### config.mk
export PLATFORM = sky130hd
export DESIGN_NAME = triggered_ramp_gate_generator_flat
export DESIGN_NICKNAME = d
export VERILOG_FILES = /design/src/rtl/trgg_pkg.sv /design/src/rtl/trgg_if.sv /design/src/rtl/trgg_front.sv /design/src/rtl/trgg_fifo.sv /design/src/rtl/trgg_back.sv /design/src/rtl/triggered_ramp_gate_generator.sv /design/src/flat_wrapper.sv
export SDC_FILE = /design/constraint.sdc
export NUM_CORES = 2
export LEC_CHECK = 0
export BUFFER_PORTS_ARGS = -buffer_cell sky130_fd_sc_hd__buf_2
export CORE_MARGIN = 1
export CORE_UTILIZATION = 39
export CTS_CLUSTER_SIZE = 16
export DETAILED_ROUTE_END_ITERATION = 10
export PLACE_DENSITY = 0.54
export SETUP_SLACK_MARGIN = 0.05
export SKIP_CTS_REPAIR_TIMING = 1
export SLEW_MARGIN = 20
export SYNTH_ARGS = -nofsm -noshare
export SYNTH_HDL_FRONTEND = slang
export SYNTH_SLANG_ARGS = --single-unit
export TNS_END_PERCENT = 5
### constraint.sdc
create_clock -name clk_i -period 21 [get_ports clk_i]
set_input_delay 3.15 -clock clk_i [delete_from_list [all_inputs] [get_ports clk_i]]
set_output_delay 3.15 -clock clk_i [all_outputs]
set_load 0.05 [all_outputs]
### src/rtl/trgg_pkg.sv
// Shared types and constants of the triggered ramp and gate generator.
// No dependencies; the front, back and top-level files use it by scoped names.
`default_nettype none
package trgg_pkg;

  localparam int unsigned CfgIdxBits = 3;
  localparam int unsigned CfgDataBits = 32;
  localparam int unsigned LevelBits = 16;

  // Schmitt thresholds: 0.1 V and 2 V at 3276.8 LSB per volt.
  localparam logic signed [15:0] TrigLow = 16'sd327;
  localparam logic signed [15:0] TrigHigh = 16'sd6554;

  localparam logic [LevelBits-1:0] LevelFull = '1;
  localparam logic [15:0] EocTimeMax = '1;

  typedef enum logic [CfgIdxBits-1:0] {
    REG_BASE_DURATION = 3'd0,
    REG_CV_SCALE      = 3'd1,
    REG_MAX_DURATION  = 3'd2,
    REG_EOC_LENGTH    = 3'd3,
    REG_FINISH_HIGH   = 3'd4,
    REG_EOC_ON_STOP   = 3'd5,
    REG_HOLD_DURATION = 3'd6
  } trgg_reg_e;

  typedef struct packed {
    logic [21:0]        base_duration;
    logic signed [31:0] cv_gain;
    logic [21:0]        max_duration;
    logic [15:0]        eoc_length;
    logic               finish_level_high;
    logic               eoc_on_stop;
    logic               hold_duration;
  } trgg_cfg_t;

  // What the front part found out about one tick.
  typedef struct packed {
    logic [3:0] channel;
    logic       in_range;
    logic       trig_edge;
    logic       stop_edge;
  } trgg_cls_t;

endpackage
`default_nettype wire

### src/rtl/trgg_if.sv
// Valid/ready channel interfaces for the tick input and the result output.
// No dependencies.
`default_nettype none
interface trgg_in_if;
  logic               valid;
  logic               ready;
  logic [3:0]         channel;
  logic signed [15:0] trig_sample;
  logic signed [15:0] stop_sample;
  logic signed [15:0] cv_sample;
  modport source (output valid, channel, trig_sample, stop_sample, cv_sample, input ready);
  modport sink (input valid, channel, trig_sample, stop_sample, cv_sample, output ready);
endinterface

interface trgg_out_if;
  logic        valid;
  logic        ready;
  logic [3:0]  out_channel;
  logic [15:0] ramp_level;
  logic        gate;
  logic        eoc_active;
  logic        finished;
  modport source (output valid, out_channel, ramp_level, gate, eoc_active, finished,
                  input ready);
  modport sink (input valid, out_channel, ramp_level, gate, eoc_active, finished,
                output ready);
endinterface
`default_nettype wire

### src/rtl/trgg_front.sv
// Front part: accepts ticks, runs the per-channel Schmitt triggers and works out
// the modulated duration. Depends on trgg_pkg and trgg_if.
`default_nettype none
module trgg_front #(
  parameter int unsigned CHANNELS  = 16,
  parameter int unsigned TIME_BITS = 22
) (
  input  wire logic                 clk_i,
  input  wire logic                 rst_ni,
  input  wire trgg_pkg::trgg_cfg_t  cfg_i,
  trgg_in_if.sink                   in_i,
  output logic                      push_o,
  output trgg_pkg::trgg_cls_t       push_cls_o,
  output logic [TIME_BITS-1:0]      push_dur_o,
  input  wire logic                 full_i
);

  localparam int unsigned IdxBits = (CHANNELS > 1) ? $clog2(CHANNELS) : 1;
  localparam logic [32:0] TimeMax = (33'd1 << TIME_BITS) - 33'd1;

  logic                busy_q;
  logic signed [47:0]  product_q;
  trgg_pkg::trgg_cls_t cls_q;
  logic [CHANNELS-1:0] trig_latch_q;
  logic [CHANNELS-1:0] stop_latch_q;

  logic               accept;
  logic               in_range;
  logic [IdxBits-1:0] idx;
  logic               trig_edge, stop_edge, trig_new, stop_new;
  logic signed [48:0] sum;
  logic [32:0]        quot, lim;

  assign in_i.ready = !busy_q;
  assign accept = in_i.valid && !busy_q;
  assign in_range = 32'(in_i.channel) < CHANNELS;
  assign idx = IdxBits'(in_i.channel);

  always_comb begin
    if (trig_latch_q[idx]) begin
      trig_edge = 1'b0;
      trig_new = !(in_i.trig_sample <= trgg_pkg::TrigLow);
    end else begin
      trig_edge = in_i.trig_sample >= trgg_pkg::TrigHigh;
      trig_new = trig_edge;
    end
    if (stop_latch_q[idx]) begin
      stop_edge = 1'b0;
      stop_new = !(in_i.stop_sample <= trgg_pkg::TrigLow);
    end else begin
      stop_edge = in_i.stop_sample >= trgg_pkg::TrigHigh;
      stop_new = stop_edge;
    end
  end

  always_ff @(posedge clk_i or negedge rst_ni) begin
    if (!rst_ni) begin
      busy_q <= 1'b0;
      trig_latch_q <= '1;
      stop_latch_q <= '1;
    end else begin
      if (accept) begin
        busy_q <= 1'b1;
        if (in_range) begin
          trig_latch_q[idx] <= trig_new;
          stop_latch_q[idx] <= stop_new;
        end
      end else if (busy_q && !full_i) begin
        busy_q <= 1'b0;
      end
    end
  end

  always_ff @(posedge clk_i) begin
    if (accept) begin
      product_q <= 48'(in_i.cv_sample) * 48'(cfg_i.cv_gain);
      cls_q.channel <= in_i.channel;
      cls_q.in_range <= in_range;
      cls_q.trig_edge <= trig_edge && in_range;
      cls_q.stop_edge <= stop_edge && in_range;
    end
  end

  // Duration: (base * 65536 + cv * scale) / 65536, clamped to zero and to the limit.
  always_comb begin
    sum = 49'({1'b0, cfg_i.base_duration, 16'h0000}) + 49'(product_q);
    quot = 33'(sum[47:16]);
    lim = (33'(cfg_i.max_duration) > TimeMax) ? TimeMax : 33'(cfg_i.max_duration);
    if (sum[48]) begin
      push_dur_o = '0;
    end else if (quot > lim) begin
      push_dur_o = TIME_BITS'(lim);
    end else begin
      push_dur_o = TIME_BITS'(quot);
    end
  end

  assign push_o = busy_q && !full_i;
  assign push_cls_o = cls_q;

endmodule
`default_nettype wire

### src/rtl/trgg_fifo.sv
// Short queue between the front and back parts.
// No dependencies.
`default_nettype none
module trgg_fifo #(
  parameter int unsigned WIDTH = 29,
  parameter int unsigned DEPTH = 2
) (
  input  wire logic             clk_i,
  input  wire logic             rst_ni,
  input  wire logic             push_i,
  input  wire logic [WIDTH-1:0] wdata_i,
  output logic                  full_o,
  input  wire logic             pop_i,
  output logic [WIDTH-1:0]      rdata_o,
  output logic                  empty_o
);

  localparam int unsigned PtrBits = (DEPTH > 1) ? $clog2(DEPTH) : 1;
  localparam logic [PtrBits:0] Depth = (PtrBits + 1)'(DEPTH);
  localparam logic [PtrBits-1:0] LastPtr = PtrBits'(DEPTH - 1);

  logic [WIDTH-1:0]   mem_q [DEPTH];
  logic [PtrBits-1:0] wr_ptr_q, rd_ptr_q;
  logic [PtrBits:0]   count_q;

  assign full_o = count_q == Depth;
  assign empty_o = count_q == '0;
  assign rdata_o = mem_q[rd_ptr_q];

  always_ff @(posedge clk_i or negedge rst_ni) begin
    if (!rst_ni) begin
      wr_ptr_q <= '0;
      rd_ptr_q <= '0;
      count_q <= '0;
    end else begin
      if (push_i) begin
        wr_ptr_q <= (wr_ptr_q == LastPtr) ? '0 : wr_ptr_q + 1'b1;
      end
      if (pop_i) begin
        rd_ptr_q <= (rd_ptr_q == LastPtr) ? '0 : rd_ptr_q + 1'b1;
      end
      if (push_i && !pop_i) begin
        count_q <= count_q + 1'b1;
      end else if (pop_i && !push_i) begin
        count_q <= count_q - 1'b1;
      end
    end
  end

  always_ff @(posedge clk_i) begin
    if (push_i) begin
      mem_q[wr_ptr_q] <= wdata_i;
    end
  end

endmodule
`default_nettype wire

### src/rtl/trgg_back.sv
// Back part: per-channel ramp and EOC state, serial level divider, output register.
// Depends on trgg_pkg and trgg_if.
`default_nettype none
module trgg_back #(
  parameter int unsigned CHANNELS  = 16,
  parameter int unsigned TIME_BITS = 22
) (
  input  wire logic                       clk_i,
  input  wire logic                       rst_ni,
  input  wire trgg_pkg::trgg_cfg_t        cfg_i,
  input  wire logic                       empty_i,
  input  wire trgg_pkg::trgg_cls_t        cls_i,
  input  wire logic [TIME_BITS-1:0]       dur_i,
  output logic                            pop_o,
  trgg_out_if.source                      out_o
);

  localparam int unsigned IdxBits = (CHANNELS > 1) ? $clog2(CHANNELS) : 1;
  localparam int unsigned LB = trgg_pkg::LevelBits;
  localparam logic [TIME_BITS-1:0] TimeMax = '1;
  localparam logic [3:0] LastStep = 4'(LB - 1);

  typedef enum logic [1:0] {S_IDLE, S_DIV, S_RES} state_e;

  state_e state_q;
  logic [TIME_BITS-1:0] time_q [CHANNELS];
  logic [TIME_BITS-1:0] dur_q [CHANNELS];
  logic [15:0]          etime_q [CHANNELS];
  logic [CHANNELS-1:0]  rdone_q, edone_q;

  logic [TIME_BITS:0]   rem_q;
  logic [TIME_BITS-1:0] div_q;
  logic [LB-1:0]        quo_q;
  logic [3:0]           step_q;
  logic [3:0]           res_ch_q;
  logic                 res_gate_q, res_eoc_q;

  logic                 out_valid_q;
  logic [3:0]           out_ch_q;
  logic [LB-1:0]        out_level_q;
  logic                 out_gate_q, out_eoc_q;

  logic [IdxBits-1:0]   idx;
  logic [TIME_BITS-1:0] t_n, d_n;
  logic [15:0]          e_n;
  logic                 rd_n, ed_n, eoc_req, was_running;
  logic [TIME_BITS:0]   rem2;
  logic [LB-1:0]        idle_level;
  logic                 load_out;

  assign idx = IdxBits'(cls_i.channel);
  assign idle_level = cfg_i.finish_level_high ? trgg_pkg::LevelFull : '0;
  assign pop_o = (state_q == S_IDLE) && !empty_i;
  assign load_out = (state_q == S_RES) && (!out_valid_q || out_o.ready);

  // Next state of the channel named by the queue head.
  always_comb begin
    t_n = time_q[idx];
    d_n = dur_q[idx];
    e_n = etime_q[idx];
    rd_n = rdone_q[idx];
    ed_n = edone_q[idx];
    eoc_req = 1'b0;
    if (cls_i.stop_edge) begin
      t_n = '0;
      d_n = '0;
      rd_n = 1'b1;
      e_n = '0;
      ed_n = 1'b1;
      eoc_req = cfg_i.eoc_on_stop;
    end else if (cls_i.trig_edge) begin
      t_n = '0;
      rd_n = 1'b0;
      d_n = dur_i;
    end
    if (!cfg_i.hold_duration) begin
      d_n = dur_i;
    end
    was_running = !rd_n;
    if (t_n != TimeMax) begin
      t_n = t_n + 1'b1;
    end
    if (!rd_n) begin
      rd_n = t_n >= d_n;
    end
    if (was_running && rd_n) begin
      eoc_req = 1'b1;
    end
    if (eoc_req) begin
      e_n = '0;
      ed_n = 1'b0;
    end
    if (e_n != trgg_pkg::EocTimeMax) begin
      e_n = e_n + 1'b1;
    end
    if (!ed_n) begin
      ed_n = e_n >= cfg_i.eoc_length;
    end
  end

  // Restoring division step; the remainder stays below the divisor.
  assign rem2 = {rem_q[TIME_BITS-1:0], 1'b0};

  always_ff @(posedge clk_i or negedge rst_ni) begin
    if (!rst_ni) begin
      state_q <= S_IDLE;
      rdone_q <= '1;
      edone_q <= '1;
      out_valid_q <= 1'b0;
      for (int i = 0; i < CHANNELS; i++) begin
        time_q[i] <= '0;
        dur_q[i] <= '0;
        etime_q[i] <= '0;
      end
    end else begin
      if (load_out) begin
        out_valid_q <= 1'b1;
      end else if (out_o.ready) begin
        out_valid_q <= 1'b0;
      end
      case (state_q)
        S_IDLE: begin
          if (!empty_i) begin
            res_ch_q <= cls_i.channel;
            step_q <= '0;
            quo_q <= '0;
            rem_q <= {1'b0, t_n};
            div_q <= d_n;
            if (cls_i.in_range) begin
              time_q[idx] <= t_n;
              dur_q[idx] <= d_n;
              etime_q[idx] <= e_n;
              rdone_q[idx] <= rd_n;
              edone_q[idx] <= ed_n;
              res_gate_q <= !rd_n;
              res_eoc_q <= !ed_n;
              state_q <= (!rd_n && d_n != '0) ? S_DIV : S_RES;
            end else begin
              res_gate_q <= 1'b0;
              res_eoc_q <= 1'b0;
              state_q <= S_RES;
            end
          end
        end
        S_DIV: begin
          if (rem2 >= {1'b0, div_q}) begin
            rem_q <= rem2 - {1'b0, div_q};
            quo_q <= {quo_q[LB-2:0], 1'b1};
          end else begin
            rem_q <= rem2;
            quo_q <= {quo_q[LB-2:0], 1'b0};
          end
          step_q <= step_q + 1'b1;
          if (step_q == LastStep) begin
            state_q <= S_RES;
          end
        end
        S_RES: begin
          if (load_out) begin
            out_ch_q <= res_ch_q;
            out_level_q <= res_gate_q ? quo_q : idle_level;
            out_gate_q <= res_gate_q;
            out_eoc_q <= res_eoc_q;
            state_q <= S_IDLE;
          end
        end
        default: state_q <= S_IDLE;
      endcase
    end
  end

  assign out_o.valid = out_valid_q;
  assign out_o.out_channel = out_ch_q;
  assign out_o.ramp_level = out_level_q;
  assign out_o.gate = out_gate_q;
  assign out_o.eoc_active = out_eoc_q;
  assign out_o.finished = !out_gate_q;

endmodule
`default_nettype wire

### src/rtl/triggered_ramp_gate_generator.sv
// Top level of the triggered ramp and gate generator: configuration registers,
// front part, queue and back part. Depends on trgg_pkg, trgg_if and the trgg_* modules.
//
// Each input beat is one sample tick of one channel and yields one output beat.
// The front part works on one beat at a time (Schmitt triggers and a 16x32
// multiply, then the clamped duration) and hands it to a two-entry queue before
// it takes the next. The back part updates the channel state, runs the bit-serial
// level divider while the gate is high, and loads the output register once the
// output is free, before it pops the next tick. Configuration writes take effect
// at once and belong in idle periods.
`default_nettype none
module triggered_ramp_gate_generator #(
  parameter int unsigned CHANNELS  = 16,
  parameter int unsigned TIME_BITS = 22
) (
  input  wire logic                                clk_i,
  input  wire logic                                rst_ni,
  input  wire logic                                cfg_we_i,
  input  wire logic [trgg_pkg::CfgIdxBits-1:0]     cfg_index_i,
  input  wire logic [trgg_pkg::CfgDataBits-1:0]    cfg_wdata_i,
  trgg_in_if.sink                                  in_i,
  trgg_out_if.source                               out_o
);

  localparam int unsigned QWidth = $bits(trgg_pkg::trgg_cls_t) + TIME_BITS;

  trgg_pkg::trgg_cfg_t cfg_q;
  logic                push, full, pop, empty;
  trgg_pkg::trgg_cls_t push_cls, pop_cls;
  logic [TIME_BITS-1:0] push_dur, pop_dur;
  logic [QWidth-1:0]   qdata;

  always_ff @(posedge clk_i or negedge rst_ni) begin
    if (!rst_ni) begin
      cfg_q.base_duration <= 22'd240000;
      cfg_q.cv_gain <= '0;
      cfg_q.max_duration <= 22'd480000;
      cfg_q.eoc_length <= 16'd48;
      cfg_q.finish_level_high <= 1'b0;
      cfg_q.eoc_on_stop <= 1'b0;
      cfg_q.hold_duration <= 1'b0;
    end else if (cfg_we_i) begin
      case (trgg_pkg::trgg_reg_e'(cfg_index_i))
        trgg_pkg::REG_BASE_DURATION: cfg_q.base_duration <= cfg_wdata_i[21:0];
        trgg_pkg::REG_CV_SCALE:      cfg_q.cv_gain <= cfg_wdata_i;
        trgg_pkg::REG_MAX_DURATION:  cfg_q.max_duration <= cfg_wdata_i[21:0];
        trgg_pkg::REG_EOC_LENGTH:    cfg_q.eoc_length <= cfg_wdata_i[15:0];
        trgg_pkg::REG_FINISH_HIGH:   cfg_q.finish_level_high <= cfg_wdata_i[0];
        trgg_pkg::REG_EOC_ON_STOP:   cfg_q.eoc_on_stop <= cfg_wdata_i[0];
        trgg_pkg::REG_HOLD_DURATION: cfg_q.hold_duration <= cfg_wdata_i[0];
        default: ;
      endcase
    end
  end

  trgg_front #(.CHANNELS(CHANNELS), .TIME_BITS(TIME_BITS)) u_front (
    .clk_i      (clk_i),
    .rst_ni     (rst_ni),
    .cfg_i      (cfg_q),
    .in_i       (in_i),
    .push_o     (push),
    .push_cls_o (push_cls),
    .push_dur_o (push_dur),
    .full_i     (full)
  );

  trgg_fifo #(.WIDTH(QWidth), .DEPTH(2)) u_fifo (
    .clk_i   (clk_i),
    .rst_ni  (rst_ni),
    .push_i  (push),
    .wdata_i ({push_cls, push_dur}),
    .full_o  (full),
    .pop_i   (pop),
    .rdata_o (qdata),
    .empty_o (empty)
  );

  assign pop_cls = trgg_pkg::trgg_cls_t'(qdata[QWidth-1:TIME_BITS]);
  assign pop_dur = qdata[TIME_BITS-1:0];

  trgg_back #(.CHANNELS(CHANNELS), .TIME_BITS(TIME_BITS)) u_back (
    .clk_i   (clk_i),
    .rst_ni  (rst_ni),
    .cfg_i   (cfg_q),
    .empty_i (empty),
    .cls_i   (pop_cls),
    .dur_i   (pop_dur),
    .pop_o   (pop),
    .out_o   (out_o)
  );

endmodule
`default_nettype wire

### src/flat_wrapper.sv
// flat-port wrapper written by rule: the top's interface ports become plain ports
module triggered_ramp_gate_generator_flat 
#(
  parameter int unsigned CHANNELS  = 16,
  parameter int unsigned TIME_BITS = 22
)
  (clk_i, rst_ni, cfg_we_i, cfg_index_i, cfg_wdata_i, in_i_valid, in_i_channel, in_i_trig_sample, in_i_stop_sample, in_i_cv_sample, in_i_ready, out_o_valid, out_o_out_channel, out_o_ramp_level, out_o_gate, out_o_eoc_active, out_o_finished, out_o_ready);
  trgg_in_if in_i_i ();
  trgg_out_if out_o_i ();
  input  wire logic clk_i;
  input  wire logic rst_ni;
  input  wire logic cfg_we_i;
  input  wire logic [trgg_pkg::CfgIdxBits-1:0] cfg_index_i;
  input  wire logic [trgg_pkg::CfgDataBits-1:0] cfg_wdata_i;
  input wire logic [$bits(in_i_i.valid)-1:0] in_i_valid;
  input wire logic [$bits(in_i_i.channel)-1:0] in_i_channel;
  input wire logic [$bits(in_i_i.trig_sample)-1:0] in_i_trig_sample;
  input wire logic [$bits(in_i_i.stop_sample)-1:0] in_i_stop_sample;
  input wire logic [$bits(in_i_i.cv_sample)-1:0] in_i_cv_sample;
  output wire logic [$bits(in_i_i.ready)-1:0] in_i_ready;
  output wire logic [$bits(out_o_i.valid)-1:0] out_o_valid;
  output wire logic [$bits(out_o_i.out_channel)-1:0] out_o_out_channel;
  output wire logic [$bits(out_o_i.ramp_level)-1:0] out_o_ramp_level;
  output wire logic [$bits(out_o_i.gate)-1:0] out_o_gate;
  output wire logic [$bits(out_o_i.eoc_active)-1:0] out_o_eoc_active;
  output wire logic [$bits(out_o_i.finished)-1:0] out_o_finished;
  input wire logic [$bits(out_o_i.ready)-1:0] out_o_ready;
  assign in_i_i.valid = in_i_valid;
  assign in_i_i.channel = in_i_channel;
  assign in_i_i.trig_sample = in_i_trig_sample;
  assign in_i_i.stop_sample = in_i_stop_sample;
  assign in_i_i.cv_sample = in_i_cv_sample;
  assign in_i_ready = in_i_i.ready;
  assign out_o_valid = out_o_i.valid;
  assign out_o_out_channel = out_o_i.out_channel;
  assign out_o_ramp_level = out_o_i.ramp_level;
  assign out_o_gate = out_o_i.gate;
  assign out_o_eoc_active = out_o_i.eoc_active;
  assign out_o_finished = out_o_i.finished;
  assign out_o_i.ready = out_o_ready;
  triggered_ramp_gate_generator #(.CHANNELS(CHANNELS), .TIME_BITS(TIME_BITS)) u_core (.clk_i(clk_i), .rst_ni(rst_ni), .cfg_we_i(cfg_we_i), .cfg_index_i(cfg_index_i), .cfg_wdata_i(cfg_wdata_i), .in_i(in_i_i), .out_o(out_o_i));
endmodule
== Word level (Yosys, flattened, before mapping) ==
Memory sizes are Yosys's and may differ from the RTL's.
Cells that the tools add are included.

* Register bits after elaboration: 1,273
* Memory bits (writable): 56
* Output and inout port bits: 25
* Word-level logic and storage cells: 245
* Memories kept: 1

* Add/subtract/negate cells: 9
* Multiply operators: 1
* Order comparisons: 14
* Equality and inequality tests: 15
* Multiplexer cells: 79
* Bitwise operators: 2
* Reductions and logical operators: 44

{| class="wikitable"
|+ Memory list
! memory !! words !! bits a word !! rd ports !! clocked after Yosys merged registers in !! wr ports !! RTL line !! RTL
|-
| u_core.u_fifo.mem_q || 2 || 28 || 1 || 0 || 1 || trgg_fifo.sv:22 || <nowiki>logic [WIDTH-1:0] mem_q [DEPTH];</nowiki>
|}

{| class="wikitable"
|+ Operators with widths
! kind !! number
|-
| $bwmux 352 || 2
|-
| $mux 22 || 15
|-
| $bwmux 256 || 1
|-
| $bmux 22 s4 || 2
|-
| $mux 16 || 9
|-
| $demux 22 s4 || 1
|-
| $bmux 16 s4 || 1
|-
| $bwmux 16 || 4
|-
| $demux 16 s4 || 1
|-
| $add 39x48->49 || 1
|-
| $mul 16x32->48 || 1
|-
| $pmux 22 s2 || 1
|-
| $ge 16x14->1 const B || 2
|-
| $gt 32x22->1 || 1
|-
| $le 16x10->1 const B || 2
|-
| $pmux 16 s2 || 1
|-
| $mux 1 || 25
|-
| $ge 23x22->1 || 1
|-
| $add 22x1->22 const B || 1
|-
| $ge 22x22->1 || 1
|-
| $ne 22x22->1 const B || 1
|-
| $reduce_bool 22->1 || 1
|-
| $sub 22x22->22 || 1
|-
| $add 16x1->16 const B || 1
|-
| other kinds (33) || 87
|}

== Depth between registers and ports, before layout ==
An unclocked memory read counts as a cell.

* Depth in word-level cells: 19
* Depth in mapped cells: 51

== Cells and area by module ==
A second synthesis with hierarchy kept.

* Cells, all modules: 7,413
* Area, all modules: 79,208.5 um^2

{| class="wikitable"
|+ Modules (own cells, without submodules)
! module !! instances !! cells each !! area each (um^2) !! seq. area each (um^2)
|-
| trgg_back || 1 || 4,658 || 50,507.2 || 27,701.6
|-
| trgg_front || 1 || 2,443 || 22,526.6 || 2,006.9
|-
| triggered_ramp_gate_generator || 1 || 206 || 3,777.4 || 2,397.3
|-
| trgg_fifo || 1 || 106 || 2,397.3 || 1,841.8
|}

== Worst setup path before layout ==
OpenSTA, ideal clock, no wires.

* Kind: input-to-reg
* Start: input port in_i_cv_sample[6]
* End: register u_core.u_front.product_q[37], data pin
* Setup time: 137 ps
* Data arrival time: 9,452 ps
* Required time: 20,863 ps
* Slack: 11,410 ps
* Cell stages on the path: 25
* Path through: clkbuf_1 nand2_1 fa_1 inv_1 fa_1 inv_1 fa_1 inv_1 fa_1 inv_1 fa_1 inv_1 fa_1 ha_1 a211oi_1 nand2_1 nor3_1 a31oi_1 a211o_1 a31o_2 and3_1 o21a_1 o21a_1 or4b_2 nand4_1

* Word-level cells in the longest chain between the ends: 1

{| class="wikitable"
|+ Ends and longest elaborated chain
! item !! RTL line !! RTL
|-
| from (decl) || flat_wrapper.sv:19 || <nowiki>input wire logic [$bits(in_i_i.cv_sample)-1:0] in_i_cv_sample;</nowiki>
|-
| $mul 16x32->48 || trgg_front.sv:76 || <nowiki>product_q <= 48'(in_i.cv_sample) * 48'(cfg_i.cv_gain);</nowiki>
|-
| to (signal assigned) || trgg_front.sv:76 ||
|-
| to (decl) || trgg_front.sv:22 || <nowiki>logic signed [47:0] product_q;</nowiki>
|}

Every way passes these cells.
A chain may end at the register's enable or synchronous reset.

== Final worst setup path ==
* Start: register u_core.u_fifo.rd_ptr_q
* End: register u_core.u_back.edone_q[3]

* Word-level cells in the longest chain between the ends: 19
* Elaborated cells on any way between the ends: 46

{| class="wikitable"
|+ Ends and longest elaborated chain
! item !! RTL line !! RTL
|-
| from (decl) || trgg_fifo.sv:23 || <nowiki>logic [PtrBits-1:0] wr_ptr_q, rd_ptr_q;</nowiki>
|-
| from (signal assigned) || trgg_fifo.sv:40 || <nowiki>rd_ptr_q <= (rd_ptr_q == LastPtr) ? '0 : rd_ptr_q + 1'b1;</nowiki>
|-
| $mem_v2 2x28 (*) || n/a ||
|-
| $not 4->5 (implied by the code) || trgg_back.sv:58, trgg_back.sv:59, trgg_back.sv:60 ||
|-
| $bmux 22 s4 || trgg_back.sv:58 || <nowiki>t_n = time_q[idx];</nowiki>
|-
| $mux 22 (implied by the code) (2 in a row) || trgg_back.sv:58 ||
|-
| $mux 22 || trgg_back.sv:71 || <nowiki>end else if (cls_i.trig_edge) begin</nowiki>
|-
| $mux 22 || trgg_back.sv:64 || <nowiki>if (cls_i.stop_edge) begin</nowiki>
|-
| $add 22x1->22 / $ne 22x22->1 (equally long branches) || trgg_back.sv:81, trgg_back.sv:80 ||
|-
| $mux 22 || trgg_back.sv:80 || <nowiki>if (t_n != TimeMax) begin</nowiki>
|-
| (+3 left out) || n/a ||
|-
| $mux 1 || trgg_back.sv:86 || <nowiki>if (was_running && rd_n) begin</nowiki>
|-
| $mux 16 (*) || trgg_back.sv:89 || <nowiki>if (eoc_req) begin</nowiki>
|-
| $add 16x1->16 / $ne 16x16->1 (equally long branches) || trgg_back.sv:94, trgg_back.sv:93 ||
|-
| $mux 16 (*) || trgg_back.sv:93 || <nowiki>if (e_n != trgg_pkg::EocTimeMax) begin</nowiki>
|-
| net u_core.u_back.e_n[2] || trgg_back.sv:45 || <nowiki>logic [15:0] e_n;</nowiki>
|-
| $ge 16x16->1 (*) || trgg_back.sv:97 || <nowiki>ed_n = e_n >= cfg_i.eoc_length;</nowiki>
|-
| $mux 1 (*) || trgg_back.sv:96 || <nowiki>if (!ed_n) begin</nowiki>
|-
| $bwmux 16 (*) || trgg_back.sv:134 || <nowiki>edone_q[idx] <= ed_n;</nowiki>
|-
| to (signal, indexed assignment) || trgg_back.sv:134 ||
|-
| to (decl) || trgg_back.sv:29 || <nowiki>logic [CHANNELS-1:0] rdone_q, edone_q;</nowiki>
|}

Mark *: on every way through the listed nets, which the timed path passes. The rest lies on a longest branch. The select of a mux whose other input is x is not followed.

==> load_flow_metrics.sql <==
INSERT INTO impl_metrics (metric_group, metric, value, unit) VALUES
('hold_path', 'timing.hold.worst_endpoint', 'u_core.u_back.out_o.out_channel[1]', ''),
('synthesis', 'async_reset_ff_share', '85.8', '%'),
('synthesis', 'synth_flop_cell', 'sky130_fd_sc_hd__dfrtp_1', ''),
('placed_design', 'pre_cts_ws', '7.40', 'ns'),
('clock_tree', 'clk_path_buf_depth', '3', ''),
('sta', 'postLayoutSetupSlackWorst', '7.89', 'ns'),
('global_routing', 'grt_pass1_vias', '59595', ''),
('synthesis', 'unique_cell_type_count_in_the_yosys_netlist', '98', ''),
('clock_tree', 'clock-root-buffer', 'sky130_fd_sc_hd__clkbuf_16', ''),
('final_layout', 'drive_gt1_share', '11.3', '%'),
('die', 'start_util', '39.2', '%'),
('detailed_routing', 'dr.first_iter.drc_count', '4715', ''),
('final_layout', 'final_common_cell', 'sky130_fd_sc_hd__nand2_1', ''),
('worst_setup_path', 'worst-path-max-fanout', '43', ''),
('synthesis', 'syn-mean-instance-area', '9.63', 'sq um'),
('detailed_routing', 'drt_first_pass_iters', '5', ''),
('worst_setup_path', 'critical_path_arrival', '13.79', 'ns'),
('synthesis', 'number_of_synthesized_flops_with_an_enable_pin', '186', ''),
('placed_design', 'routabilityCongestion', '0.867', ''),
('global_routing', 'maximum_number_of_pins_on_one_net_before_global_route_repair', '165', ''),
('clock_tree', 'clk_latency', '0.81', 'ns'),
('hold_path', 'hp-class', 'flop to flop', ''),
('placed_design', 'placedInstanceArea', '81000', 'sq um'),
('worst_setup_path', 'setup.worst_path.start_class', 'flop', ''),
('worst_setup_path', 'critical_path.most_common_cell', 'sky130_fd_sc_hd__a21o_1', ''),
('detailed_routing', 'route.detailed.vias_per_inst', '5.47', ''),
('synthesis', 'ys_seq_area_share', '43.3', '%'),
('status', 'outcome', 'finished, final reports clean', ''),
('final_layout', 'final_cell_area', '85800', 'sq um'),
('sta', 'finalWorstPathRequiredPeriod', '13.11', 'ns'),
('worst_setup_path', 'crit_path_max_incr_delay', '0.85', 'ns'),
('sta', 'finClkSkew', '0.0309', 'ns'),
('final_layout', 'final_nets', '8759', ''),
('worst_setup_path', 'worstReg2RegEnd', 'u_core.u_back.edone_q[3]', ''),
('detailed_routing', 'route.vias.total', '58774', ''),
('hold_path', 'worst_min_path_start', 'u_core.u_back.res_ch_q[1]', ''),
('synthesis', 'synth_warnings', '0', ''),
('sta', 'setup_viol', '0', ''),
('final_layout', 'top_library_cells_by_usage_in_the_layout_fill_and_taps_aside', 'sky130_fd_sc_hd__nand2_1, sky130_fd_sc_hd__dfrtp_1, sky130_fd_sc_hd__o21ai_0', ''),
('worst_setup_path', 'critPathSlowestCell', 'sky130_fd_sc_hd__a311oi_2', ''),
('die', 'io-pin-count', '117', ''),
('sta', 'hold_viol', '0', ''),
('final_layout', 'fillCellCount', '19309', ''),
('clock_tree', 'max_h_tree_level', '4', ''),
('placed_design', 'dp_hpwl', '151', 'mm'),
('worst_setup_path', 'rr_startpoint', 'u_core.u_fifo.rd_ptr_q', ''),
('sta', 'min_period_over_period', '62.5', '%'),
('synthesis', 'synthesis.nets', '8924', ''),
('die', 'die_height', '450', 'microns'),
('detailed_routing', 'route.final.wire_length', '238', 'mm'),
('flow_run', 'timing.max_cap.violations', '0', ''),
('worst_setup_path', 'worst-r2r-cell-count', '40', ''),
('worst_setup_path', 'timing.critical_path.required', '21.68', 'ns'),
('sta', 'totalNegativeSetupSlack', '0', 'ns'),
('die', 'fp-row-count', '164', ''),
('synthesis', 'syn-cell-area', '78300', 'sq um'),
('placed_design', 'port_buffers', '114', ''),
('global_routing', 'grt-ovfl-total', '0', ''),
('synthesis', 'synth_cells', '8126', ''),
('sta', 'slew_viol_final', '0', ''),
('clock_tree', 'clkTransAtPathRegs', '0.06', 'ns'),
('clock_tree', 'numClockSinks', '1313', ''),
('clock_tree', 'cts_tree', 'done', ''),
('sta', 'maxSlewHeadroom', '21.8', '%'),
('die', 'die_area', '202000', 'sq um'),
('sta', 'grt_setup_unrepaired', 'false', ''),
('hold_path', 'hold_path_depth', '0', ''),
('global_routing', 'grt_first_pass_wirelength', '370', 'mm'),
('die', 'core', '200000', 'sq um'),
('detailed_routing', 'drt-wirelength-per-cell', '22.2', 'microns'),
('worst_setup_path', 'worstSetupEndpointType', 'flop', '');
[worst max-delay path: cells and delay by family, from the launching register on]
family | cells | cell delay [ns]
AND/OR/NAND/NOR | 12 | 4.40
multiplexers | 1 | 0.32
buffers and inverters | 6 | 2.06
AO/OA/AOI/OAI | 16 | 4.04
adder cells (fa/ha/maj) | 3 | 0.84
XOR/XNOR | 2 | 0.92
flip-flops | 1 | 0.34
[cell usage after synthesis (162+ instances only)]
master                     number  share of area, %
sky130_fd_sc_hd__fa_1         487                12
sky130_fd_sc_hd__a21oi_1      313               2.0
sky130_fd_sc_hd__clkbuf_1     378               1.8
sky130_fd_sc_hd__nand2_1     1864               8.9
sky130_fd_sc_hd__dfrtp_1     1047                33
sky130_fd_sc_hd__and2_1       195               1.6
sky130_fd_sc_hd__inv_1        612               2.9
sky130_fd_sc_hd__ha_1         219               3.5
sky130_fd_sc_hd__nand3_1      162               1.0
sky130_fd_sc_hd__mux2_2       174               2.5
sky130_fd_sc_hd__edfxtp_1     186               7.1
sky130_fd_sc_hd__o21ai_0     1035               6.6
[layer usage]
layer / up-vias / GRT usage [%] / share of wire [%]
met4: 2 / 6.99 / 2.7
met2: 1691 / 38.1 / 46
met5: - / 0 / 0.0055
met3: 322 / 3.09 / 5.6
met1: 29899 / 33.5 / 45
li1: 26860 / - / -
[cell type report]
cell class	instances	area (sq um)	area share, %
Sequential cell	1313	33900	39.5
Clock inverter	50	607	0.707
Tap cell	2656	3320	3.87
Antenna cell	3	7.51	0.00875
Clock buffer	214	4240	4.94
Inverter	617	2330	2.72
Multi-Input combinational cell	5621	39700	46.2
Timing Repair Buffer	264	1760	2.04
[per-stage QoR]
step                instances  hold WS [ns]
finish                  10738         0.419
global route            10737         0.434
CTS                     10734         0.420
detailed placement      10470         0.405
global placement        10469         0.404
floorplan                8126         0.400
[worst max-delay path by stage]
stage                                      start                            to  slack, ns  cells after the start
after detailed placement  u_core.u_fifo.rd_ptr_q      u_core.u_back.edone_q[4]       7.40                     42
after global routing      u_core.u_fifo.rd_ptr_q     u_core.u_back.edone_q[12]       7.13                     43
after CTS                 u_core.u_fifo.rd_ptr_q       u_core.u_back.res_eoc_q       7.35                     41
after global placement    u_core.u_fifo.rd_ptr_q       u_core.u_back.res_eoc_q       7.39                     41
after floorplan                in_i_cv_sample[6]  u_core.u_front.product_q[37]      11.41                     25
final                     u_core.u_fifo.rd_ptr_q      u_core.u_back.edone_q[3]       7.89                     40
[cell families after synthesis]
| logic type | after synthesis | synth area share [%] |
|---|---|---|
| AOI/OAI and AO/OA | 1839 | 13.3 |
| xor gates and xnor gates | 99 | 1.18 |
| adders and majority gates | 706 | 16.0 |
| buffers and inverters | 1192 | 6.32 |
| DFF | 1313 | 43.3 |
| muxes | 274 | 4.78 |
| and+or+nand+nor | 2703 | 15.2 |
[flip-flops by register name (all words and copies together), names as in the netlist, 6 cells and up]
| register | cells |
|---|---|
| u_core.u_fifo.mem_q | 56 |
| u_core.u_front.push_cls_o | 6 |
| u_core.u_back.etime_q | 256 |
| u_core.u_back.rem_q | 22 |
| u_core.u_back.quo_q | 16 |
| u_core.u_back.time_q | 352 |
| u_core.u_front.stop_latch_q | 16 |
| u_core.u_back.edone_q | 16 |
| u_core.u_back.out_o.ramp_level | 16 |
| u_core.u_back.div_q | 22 |
| u_core.u_front.trig_latch_q | 16 |
| u_core.u_back.dur_q | 352 |
| u_core.u_back.rdone_q | 16 |
| u_core.cfg_q | 95 |
| u_core.u_front.product_q | 32 |
Power is left out: the tool's default activity adds up to more than one toggle a clock period on the data nets, which glitch-free logic cannot reach.
